--- src/hdl/rlmtf_pkg.sv ---
`default_nettype none

package rlmtf_pkg;

  localparam int unsigned DEPTH = 16;
  localparam int unsigned KEY_W = 32;
  localparam int unsigned IDX_W = $clog2(DEPTH);
  localparam int unsigned CNT_W = $clog2(DEPTH + 1);

  localparam logic [1:0] OP_LOAD  = 2'd0;
  localparam logic [1:0] OP_ADD   = 2'd1;
  localparam logic [1:0] OP_TOUCH = 2'd2;
  localparam logic [1:0] OP_LIST  = 2'd3;

  localparam logic [1:0] ST_OK   = 2'd0;
  localparam logic [1:0] ST_MISS = 2'd1;
  localparam logic [1:0] ST_FULL = 2'd2;

endpackage

`default_nettype wire

--- src/hdl/rlmtf_ram.sv ---
`default_nettype none

module rlmtf_ram #(
  parameter int unsigned WIDTH = 32,
  parameter int unsigned DEPTH = 16
) (
  input  wire logic                     clk_i,
  input  wire logic                     we_i,
  input  wire logic [$clog2(DEPTH)-1:0] waddr_i,
  input  wire logic [WIDTH-1:0]         wdata_i,
  input  wire logic [$clog2(DEPTH)-1:0] raddr_i,
  output logic      [WIDTH-1:0]         rdata_o
);

  logic [WIDTH-1:0] mem_q [DEPTH];

  always_ff @(posedge clk_i) begin
    if (we_i) begin
      mem_q[waddr_i] <= wdata_i;
    end
    rdata_o <= mem_q[raddr_i];
  end

endmodule

`default_nettype wire

--- src/hdl/recency_list_move_to_front_core.sv ---
// channel   | handshake                      | payload
// ----------+--------------------------------+---------------------------------------
// command   | start_i, accepted when !busy_o | op_i, key_i
// result    | done_o, one cycle, no stall    | status_o, out_key_o, out_valid_o, last_o
//
// keys live in a single-port-read ram, slot 0 oldest; one compare/move step per cycle
// load/add/touch that hits: search reads slots from slot 0 up to the hit, then shift moves
// the keys above it down one slot and writes the key as newest, then the result register
// touch miss, load append or refusal: search of every slot, then the result register; add of a new key to a non-empty
// window then shifts like a hit at slot 0
// list: results come out on consecutive cycles, last one flagged
// reset clears the state, entry count, read flag and result strobe; slots at or above the count are never read
`default_nettype none

module recency_list_move_to_front_core (
  input  wire logic                                  clk_i,
  input  wire logic                                  rst_ni,
  input  wire logic                                  start_i,
  output logic                                       busy_o,
  input  wire logic [1:0]                            op_i,
  input  wire logic signed [rlmtf_pkg::KEY_W-1:0]    key_i,
  output logic                                       done_o,
  output logic [1:0]                                 status_o,
  output logic signed [rlmtf_pkg::KEY_W-1:0]         out_key_o,
  output logic                                       out_valid_o,
  output logic                                       last_o
);

  localparam int unsigned KW = rlmtf_pkg::KEY_W;
  localparam int unsigned IW = rlmtf_pkg::IDX_W;
  localparam int unsigned CW = rlmtf_pkg::CNT_W;

  localparam logic [1:0] S_IDLE  = 2'd0;
  localparam logic [1:0] S_SRCH  = 2'd1;
  localparam logic [1:0] S_SHIFT = 2'd2;
  localparam logic [1:0] S_LIST  = 2'd3;

  // sequencer state
  logic [1:0]    state_q, state_d;
  logic [CW-1:0] cnt_q, cnt_d;        // keys held
  logic [CW-1:0] idx_q, idx_d;        // next slot to read (search, list, shift source)
  logic          chk_q, chk_d;        // ram data this cycle belongs to a read issued
  logic [IW-1:0] chk_idx_q, chk_idx_d;
  logic [IW-1:0] wr_q, wr_d;          // shift destination
  logic          evict_q, evict_d;

  // captured item and oldest key
  logic [1:0]    op_q, op_d;
  logic [KW-1:0] key_q, key_d;
  logic [KW-1:0] old_q, old_d;

  // result register
  logic          done_q, done_d;
  logic [1:0]    status_q, status_d;
  logic [KW-1:0] okey_q, okey_d;
  logic          oval_q, oval_d;
  logic          last_q, last_d;

  // ram port
  logic          we;
  logic [IW-1:0] waddr, raddr;
  logic [KW-1:0] wdata, rdata;

  logic          hit;
  logic [CW-1:0] cnt_m1;

  rlmtf_ram #(
    .WIDTH (KW),
    .DEPTH (rlmtf_pkg::DEPTH)
  ) u_ram (
    .clk_i   (clk_i),
    .we_i    (we),
    .waddr_i (waddr),
    .wdata_i (wdata),
    .raddr_i (raddr),
    .rdata_o (rdata)
  );

  assign hit    = chk_q && (rdata == key_q);
  assign cnt_m1 = cnt_q - CW'(1);

  always_comb begin
    state_d   = state_q;
    cnt_d     = cnt_q;
    idx_d     = idx_q;
    chk_d     = 1'b0;
    chk_idx_d = chk_idx_q;
    wr_d      = wr_q;
    evict_d   = evict_q;
    op_d      = op_q;
    key_d     = key_q;
    old_d     = old_q;
    done_d    = 1'b0;
    status_d  = rlmtf_pkg::ST_OK;
    okey_d    = '0;
    oval_d    = 1'b0;
    last_d    = 1'b1;
    we        = 1'b0;
    waddr     = wr_q;
    wdata     = key_q;
    raddr     = idx_q[IW-1:0];

    unique case (state_q)
      S_IDLE: begin
        if (start_i) begin
          op_d    = op_i;
          key_d   = key_i;
          idx_d   = '0;
          evict_d = 1'b0;
          if (op_i == rlmtf_pkg::OP_LIST && cnt_q == '0) begin
            // empty list: single empty result right away
            done_d = 1'b1;
          end else if (op_i == rlmtf_pkg::OP_LIST) begin
            state_d = S_LIST;
          end else begin
            state_d = S_SRCH;
          end
        end
      end

      S_SRCH: begin
        if (chk_q && chk_idx_q == '0) begin
          old_d = rdata;
        end
        if (hit) begin
          // present key: move to newest, same for every op
          state_d = S_SHIFT;
          idx_d   = CW'({1'b0, chk_idx_q} + CW'(1));
          wr_d    = chk_idx_q;
        end else if (idx_q == cnt_q) begin
          if (op_q == rlmtf_pkg::OP_TOUCH) begin
            state_d  = S_IDLE;
            done_d   = 1'b1;
            status_d = rlmtf_pkg::ST_MISS;
          end else if (op_q == rlmtf_pkg::OP_LOAD && cnt_q == CW'(rlmtf_pkg::DEPTH)) begin
            state_d  = S_IDLE;
            done_d   = 1'b1;
            status_d = rlmtf_pkg::ST_FULL;
          end else if (op_q == rlmtf_pkg::OP_LOAD || cnt_q == '0) begin
            // append as newest
            we      = 1'b1;
            waddr   = cnt_q[IW-1:0];
            cnt_d   = cnt_q + CW'(1);
            state_d = S_IDLE;
            done_d  = 1'b1;
          end else begin
            // add of a new key: drop slot 0, shift the rest down
            state_d = S_SHIFT;
            evict_d = 1'b1;
            idx_d   = CW'(1);
            wr_d    = '0;
          end
        end else begin
          chk_d     = 1'b1;
          chk_idx_d = idx_q[IW-1:0];
          idx_d     = idx_q + CW'(1);
        end
      end

      S_SHIFT: begin
        if (idx_q != cnt_q) begin
          chk_d = 1'b1;
          idx_d = idx_q + CW'(1);
        end
        if (chk_q) begin
          we    = 1'b1;
          wdata = rdata;
          wr_d  = wr_q + IW'(1);
        end else if (idx_q == cnt_q) begin
          // newest slot gets the key
          we      = 1'b1;
          waddr   = cnt_m1[IW-1:0];
          state_d = S_IDLE;
          done_d  = 1'b1;
          oval_d  = evict_q;
          okey_d  = evict_q ? old_q : '0;
        end
      end

      S_LIST: begin
        if (idx_q != cnt_q) begin
          chk_d     = 1'b1;
          chk_idx_d = idx_q[IW-1:0];
          idx_d     = idx_q + CW'(1);
        end
        if (chk_q) begin
          done_d = 1'b1;
          okey_d = rdata;
          oval_d = 1'b1;
          last_d = (chk_idx_q == cnt_m1[IW-1:0]);
          if (chk_idx_q == cnt_m1[IW-1:0]) begin
            state_d = S_IDLE;
          end
        end
      end

      default: begin
        state_d = S_IDLE;
      end
    endcase
  end

  always_ff @(posedge clk_i or negedge rst_ni) begin
    if (!rst_ni) begin
      state_q <= S_IDLE;
      cnt_q   <= '0;
      chk_q   <= 1'b0;
      done_q  <= 1'b0;
    end else begin
      state_q <= state_d;
      cnt_q   <= cnt_d;
      chk_q   <= chk_d;
      done_q  <= done_d;
    end
  end

  always_ff @(posedge clk_i) begin
    idx_q     <= idx_d;
    chk_idx_q <= chk_idx_d;
    wr_q      <= wr_d;
    evict_q   <= evict_d;
    op_q      <= op_d;
    key_q     <= key_d;
    old_q     <= old_d;
    status_q  <= status_d;
    okey_q    <= okey_d;
    oval_q    <= oval_d;
    last_q    <= last_d;
  end

  assign busy_o      = (state_q != S_IDLE);
  assign done_o      = done_q;
  assign status_o    = status_q;
  assign out_key_o   = okey_q;
  assign out_valid_o = oval_q;
  assign last_o      = last_q;

endmodule

`default_nettype wire

--- config.mk ---
export PLATFORM = sky130hd
export DESIGN_NAME = recency_list_move_to_front_core
export DESIGN_NICKNAME = d
export VERILOG_FILES = /design/src/hdl/rlmtf_pkg.sv /design/src/hdl/rlmtf_ram.sv /design/src/hdl/recency_list_move_to_front_core.sv
export SDC_FILE = /design/constraint.sdc
export NUM_CORES = 1
export LEC_CHECK = 0
export ABC_AREA = 0
export BUFFER_PORTS_ARGS = -buffer_cell sky130_fd_sc_hd__buf_2
export CORE_MARGIN = 10
export CORE_UTILIZATION = 36
export CTS_CLUSTER_SIZE = 8
export DETAILED_ROUTE_END_ITERATION = 6
export GPL_ROUTABILITY_DRIVEN = 0
export PLACE_DENSITY = 0.6
export REMOVE_ABC_BUFFERS = 1
export SETUP_SLACK_MARGIN = 0.5
export SYNTH_ARGS = -nofsm -noshare
export SYNTH_HDL_FRONTEND = slang
export SYNTH_SLANG_ARGS = --single-unit
--- constraint.sdc ---
create_clock -name clk_i -period 7.1 [get_ports clk_i]
set_input_delay 0 -clock clk_i [delete_from_list [all_inputs] [get_ports clk_i]]
set_output_delay 0 -clock clk_i [all_outputs]
set_load 0.03 [all_outputs]
==> results.md, run 1 <==
- IR drop worst, VDD: 0.186 mV
- Async SR Flop Fraction: 1.35%
- Comb power frac: 24.2%
- Top FF cell, synth: edfxtp_1
- Reg2Reg Setup Slack: 2570 ps
- Yosys reg bits: 669
- Worst reg2reg endpoint: u_ram.mem_q[8][19]
- Global routing usage on met1: 21.8%
- Psw: around 3.7 mW
- Crit path DAT: 4780 ps
- Initial Util: between 30 and 40%
- Cell row count: 98
- Vias post-DR: 14300
- DRT iter0 DRCs: 1451
- Power per Cell Area: 394 nW/um^2
- Period minus WS final: 4530 ps
- Finished Cell Area: roughly 31000 um^2
- EDFF count, synth: ~590
- Pins Over Slew Limit: 0
- Area leader, netlist: edfxtp_1
- Post-CTS setup buffer count: 0
- Post-synthesis sequential area ratio: about three quarters
- Worst endpoint required time: 7350 ps
- Syn Area/Cell: 17.8 um^2
- Period utilization: 63.7%
- Int Power: 8.45 mW
- Post-synthesis xor/xnor area fraction: 1.89%
- Die width: 289 um
- Critical Path Start: cnt_q[0]
- Setup WS pre-CTS: 2760 ps
- Max-cap violation count: 0
- Global route hottest layer: met2
- M3 GR Usage: between 2 and 3%
- Final WS setup: 2570 ps
- CP max FO: 24
- Crit end category: flip-flop
- Largest net degree at the start of global routing: 71
- First-pass GRT wire length: a little under 100000 um
- Top cells by area, synth: edfxtp_1 (68%), mux4_2 (5.5%), dfxtp_1 (5.2%)
- Leak Pwr: 10.2 nW
- Htree depth: 3
- Remaining antenna violation count after routing: 0
- Clk slew on worst S/H paths: 50 ps
- Largest family of logic cells by synthesized area: multiplexers
- Initial antenna violation count: 3
- Worst Skew: 36.9 ps
- Post-DR wirelength/cell: between 20 and 30 um
- DR vias/cell: 5.34
- GRT Total Usage: 15.9%
- Syn-to-layout area delta: 18.7%
- Compound-Gate Fraction of Synth Area: 6.30%
- WL final: 66800 um
- Layout cells sized above 1: between 20% and 30%
- Slew headroom: 26.4%
- Unrepaired setup endpoints after global routing: false
- Total Nets Final: 1682
- Overflow after GRT: 0
- Cell at the root of the clock tree: clkbuf_16
- Clk_lat worst skew: around 640 ps
- Worst setup path endpoint: u_ram.mem_q[8][19]
- Status: finished clean
- Element type at the critical path start: flip-flop
- Overall die area: 83400 um^2
- TritonRoute pass-1 iters: 6
- Switching Share: between 30% and 40%
- Cell area after synthesis: between 20000 and 30000 um^2
- Reg2reg path depth: 10
- Post-Synth Simple-Gate Area: 3.39%
- CTS tree: built
- Final Util: ~43%
- WS Path Type: flip-flop to flip-flop
- Fin. Hold Viols: 0
- Drt drc: 0
- Sequential power share: 41.3%
- Mux cell area share after synthesis: 12.1%
- HP Class: input pin to flip-flop
- Syn Inst Count: 1465
- Core Area: 71600 um^2
- IO buf count: 74
- Synthesis Warnings: 0
- Setup-failing EPs final: 0
- CTS max path bufs: 3
- FMAX: about 220 MHz
- Clock power share: between 30% and 40%
- Met2 Track Usage GR: 25.6%
- Number of buffers created by CTS: 94
- Number of global-route vias before repair: 14600
- Die Ht: 289 um
- Setup TNS: 0 ps
- Num Clock Sinks: 669
- Worst-Margin Slew: 1100 ps
- DP HPWL: approximately 37000 um
- Cell area after placement: 27700 um^2
- Synth top area share: 68.3%
- Adder-Cell Fraction of Synth Area: 0.529%
- Top-level I/O count: 75
- Synth unique cells: 62
- FF-to-FF Start: cnt_q[0]
-- cells in the final DEF (no fill, tap or decap), types with 5 or more instances in the layout --
| master | count |
|---|---|
| nand2_1 | 80 |
| xnor2_1 | 45 |
| nor2_1 | 13 |
| a21oi_1 | 39 |
| ha_1 | 11 |
| edfxtp_1 | 592 |
| a22oi_1 | 32 |
| a22o_1 | 32 |
| nor3_1 | 7 |
| nor3_2 | 5 |
| nor2_4 | 8 |
| nand4_1 | 12 |
| dfxtp_1 | 68 |
| buf_2 | 74 |
| mux4_2 | 64 |
| a221oi_1 | 32 |
| dfrtp_1 | 9 |
| o21ai_0 | 64 |
| dlygate4sd3_1 | 37 |
| xor2_1 | 11 |
| clkbuf_16 | 97 |
| buf_4 | 36 |
| inv_1 | 12 |
| clkbuf_1 | 74 |
| nand3_1 | 11 |
| mux2i_1 | 108 |
| mux2_2 | 56 |
-- cell type report --
cell class | count | area (um^2)
inverter | 14 | 52.6
antenna | 2 | 5.00
multi-input combinational | 707 | 6420
clock inverter | 6 | 96.3
sequential | 669 | 19400
clock buffer | 172 | 2720
timing repair buffer | 148 | 1030
fill | 6341 | 40700
tap | 950 | 1190
-- kinds of logic (layout without fill, tap and decap cells) --
family	after synthesis	in the layout
multiplexers	228	228
XOR/XNOR	56	56
adder cells (fa/ha/maj)	11	11
flip-flops	669	669
AND/OR/NAND/NOR	177	177
buffers and inverters	89	340
AO/OA/AOI/OAI	235	235
other	0	2
-- flip-flops by register name (all words and copies together) (netlist names) --
register       cells
u_ram.mem_q      512
key_q             32
old_q             32
out_key_o         32
u_ram.rdata_o     32
cnt_q              5
idx_q              5
chk_idx_q          4
wr_q               4
op_q               2
state_q            2
status_o           2
chk_q              1
done_o             1
evict_q            1
last_o             1
out_valid_o        1
-- layer usage --
layer  up-vias  wire (um)  part of all wire, %
met1      7432      29800                   45
met5         -          0                    0
met3       119       3850                  5.8
li1       6221          -                    -
met4         0       1540                  2.3
met2       478      31700                   47
-- Yosys cell counts, drive strengths merged, types with 4 or more instances --
cell type  number
xnor2          45
nor4            9
dfrtp           9
o21ai          64
or4             4
clkbuf         50
mux2i         108
a31oi           5
nor2           21
nor3           12
nand4          12
a221oi         32
nand3          12
o22ai           4
or3             4
mux2           56
nand2          82
ha             11
xor2           11
a22o           32
a22oi          32
nand2b          4
dfxtp          68
mux4           64
edfxtp        592
inv            13
and3            4
a21oi          39
buf            25
-- worst min-delay path by stage --
stage                end  depth (start not counted)       from
6_report       key_q[23]                          2  key_i[23]
5_1_grt         key_q[5]                          2   key_i[5]
3_3_place_gp      done_o                          1     rst_ni
3_5_place_dp      done_o                          1     rst_ni
4_1_cts        key_q[23]                          2  key_i[23]
2_1_floorplan      chk_q                          0     rst_ni
-- worst max-delay path, cell delays in order (launching register included) --
cell and delay (ps):
dfrtp_1 470, inv_1 200, ha_1 190, or3b_4 420, a211oi_1 450, nand4_1 220, a311oi_1 360, a211o_1 190
nand2_1 280, nor4_4 780, buf_4 560
-- stage by stage --
step / power [mW] / std cells / hold WS (ps)
after global routing: 12.7 / 2666 / 64.5
after global placement: 7.99 / 2451 / -111
after floorplan: 7.34 / 1390 / -296
after CTS: 12.3 / 2666 / 63.1
final: 12.2 / 2668 / 81.6
after detailed placement: 8.04 / 2451 / -111
-- timing repair --
action,in CTS,in global routing
hold buffers,37,0
resized for setup,0,0
endpoints found under the hold margin,60,0
-- power groups by stage --
stage / Combinational [mW] / Sequential [mW] / Clock, mW
after floorplan: 2.02 / 5.32 / 0
after global placement: 2.91 / 5.08 / 0
after detailed placement: 2.94 / 5.10 / 0
after CTS: 2.97 / 5.02 / 4.28
after global routing: 3.19 / 5.06 / 4.46
final: 2.95 / 5.03 / 4.20
(Power assumes the default switching activity.)
==> inputs of run 2 (changes only) <==
- clock period: 7.1 -> 4.4 ns (I/O delays scaled with it)
==> run 2 against run 1 <==
  * Hold slack improved by 5.6 ps
  * Via count down 1.1%
  * Setup slack lost 1900 ps
  * Power grew 61%
  * Sequential power grew 62%
  * Design area up 0.38%
  * Global-route usage is 0.80 points lower
  * Critical endpoint is now u_ram.mem_q[11][0]
  * Largest cell class unchanged
==> results.md, run 2 (same netlist as run 1, synthesis figures left out) <==
- CTS max path bufs: 3 (unchanged)
- Num Clock Sinks: 669 (unchanged)
- Period minus WS final: 3740 ps (-783 ps)
- Status: finished clean
- Cell row count: 98 (unchanged)
- Cell at the root of the clock tree: clkbuf_16
- FF-to-FF Start: cnt_q[0]
- Clk slew on worst S/H paths: 50 ps (about the same)
- Number of diodes: 0 (-2)
- Largest Register: u_ram.mem_q
- Reg2Reg Setup Slack: 660 ps (-1920 ps)
- Post-DR wirelength/cell: 23.7 um (-5.2%)
- TritonRoute pass-1 iters: 5 (-1)
- Overall die area: 83400 um^2 (unchanged)
- HP Class: input pin to flip-flop
- Setup-failing EPs final: 0 (unchanged)
- Crit path DAT: 4050 ps (-730 ps)
- IO buf count: 74 (unchanged)
- First-pass GRT wire length: 93900 um (-4.3%)
- Drt drc: 0 (unchanged)
- Clk_lat worst skew: 640 ps (about the same)
- Element type at the critical path start: flip-flop
- CP max FO: 32 (+33%)
- Pins Over Slew Limit: 0 (unchanged)
- Crit end category: flip-flop
- Power per Cell Area: 631 nW/um^2 (+60%)
- DRT iter0 DRCs: 1338 (-7.8%)
- Number of global-route vias before repair: 14400 (-1.6%)
- Area of the multi-input gates: 6470 um^2 (+0.80%)
- Most frequent cells in the layout: edfxtp_1 (592), mux2i_1 (107), clkbuf_16 (94)
- DP HPWL: 35900 um (-2.0%)
- Slew headroom: 18.8% (-7.6 points)
- Initial Util: 36.3% (unchanged)
- Worst Skew: 26.4 ps (-10.5 ps)
- Hold path endpoint: key_q[6]
- Worst endpoint required time: 4710 ps (-2640 ps)
- WS Path Type: flip-flop to flip-flop
- WL final: 63300 um (-5.2%)
- Htree depth: 3 (unchanged)
- Remaining antenna violation count after routing: 0 (unchanged)
- Fin. Hold Viols: 0 (unchanged)
- Min-delay src: key_i[6]
- IR drop worst, VDD: 0.325 mV (+74%)
- Final Util: 43.3% (+0.16 points)
- Top-level I/O count: 75 (unchanged)
- Most common cell after layout, fill and taps aside: edfxtp_1
- CTS tree: built
- Final WS setup: 657 ps (-1920 ps)
- Final hold slack: 87.2 ps (+5.60 ps)
- Period utilization: 85.1% (+21 points)
- Worst reg2reg endpoint: u_ram.mem_q[11][0]
- Layout cells sized above 1: 22.4% (+0.57 points)
- Hold Path Depth: 2 (unchanged)
- GRT Total Usage: 15.1% (-0.80 points)
- Initial antenna violation count: 3 (unchanged)
- Overflow after GRT: 0 (unchanged)
- Largest net degree at the start of global routing: 109 (+54%)
- Total area of sequential cells: 19400 um^2 (unchanged)
- Total Nets Final: 1687 (+0.30%)
- Finished Cell Area: 31000 um^2 (+0.38%)
- Number of buffers created by CTS: 94 (unchanged)
- Die width: 289 um (unchanged)
- Die Ht: 289 um (unchanged)
- Leak Pwr: 10.2 nW (+0.25%)
- FMAX: 267 MHz (+21%)
- Reg2reg path depth: 10 (unchanged)
- Vias post-DR: 14100 (-1.1%)
- Max-cap violation count: 0 (unchanged)
- DR vias/cell: 5.29 (-1.0%)
- Syn-to-layout area delta: 19.1%
- Fillers: 6297 (-0.69%)
- Pwr Total: 19.6 mW (+61%)
- Setup WS pre-CTS: 578 ps (-2180 ps)
- Worst-Margin Slew: 1220 ps (+115 ps)
- Max reg flops: 512 (unchanged)
- Post-CTS setup buffer count: 0 (unchanged)
- Unrepaired setup endpoints after global routing: false
- Core Area: 71600 um^2 (unchanged)
- Cell area after placement: 27800 um^2 (+0.44%)
run 2: cell types whose count changed in the layout (fill, tap and decap cells not counted), sizes merged:
cell / before / now
diode: 2 / 0
inv: 14 / 17
bufbuf: 0 / 1
buf: 111 / 114
clkinvlp: 1 / 2
clkbuf: 172 / 166
clkinv: 5 / 4
run 2: where the power goes:
| group | leakage, nW | internal, mW | switching (mW) |
|---|---|---|---|
| clock | 1.29 | 4.00 | 2.59 |
| combinational | 2.92 | 1.80 | 3.03 |
| sequential | 6.03 | 7.73 | 0.405 |
| total | 10.2 | 13.5 | 6.03 |
run 2: worst max path at each step:
stage / end / start / slack [ps]
3_3_place_gp: u_ram.mem_q[5][0] / key_q[28] / 570
6_report: u_ram.mem_q[11][0] / cnt_q[0] / 660
4_1_cts: u_ram.mem_q[9][6] / key_q[28] / 530
2_1_floorplan: u_ram.mem_q[11][0] / idx_q[0] / -7090
5_1_grt: u_ram.mem_q[11][1] / key_q[28] / 490
3_5_place_dp: u_ram.mem_q[9][7] / key_q[26] / 580
run 2: final cells by class:
type	count	share of cell area, %
clock inverters	9	0.363
well taps	950	3.84
inverters	14	0.170
clock buffers	165	8.45
repair buffers	153	3.83
multi-input cells	707	20.9
flip-flops and latches	669	62.5
run 2: per-layer routing:
layer | share of wire, % | global-route usage (%) | vias to the layer above
met5 | 0 | 0 | -
met1 | 45 | 20.9 | 7289
li1 | - | - | 6242
met2 | 47 | 23.7 | 469
met3 | 5.5 | 2.67 | 99
met4 | 2.5 | 5.35 | 0
run 2: worst max-delay path, stage by stage (launching register included):
cell and delay [ps]:
dfrtp_1 480, inv_1 200, ha_1 180, or3b_4 420, a211o_1 360, nor4_2 310, nand2_1 150, o211ai_2 230
nand2_1 250, nor4_2 350, bufbuf_16 430
run 2: what timing repair did:
action	in CTS	in global routing
endpoints found under the hold margin	52	0
hold buffers	37	0
resized for setup	0	15
endpoints found under the setup margin	0	408
run 2: stage by stage:
stage,TNS (ps),instances
floorplan,-3312500,1390
global placement,0,2456
detailed placement,0,2456
CTS,0,2667
global route,0,2667
finish,0,2667
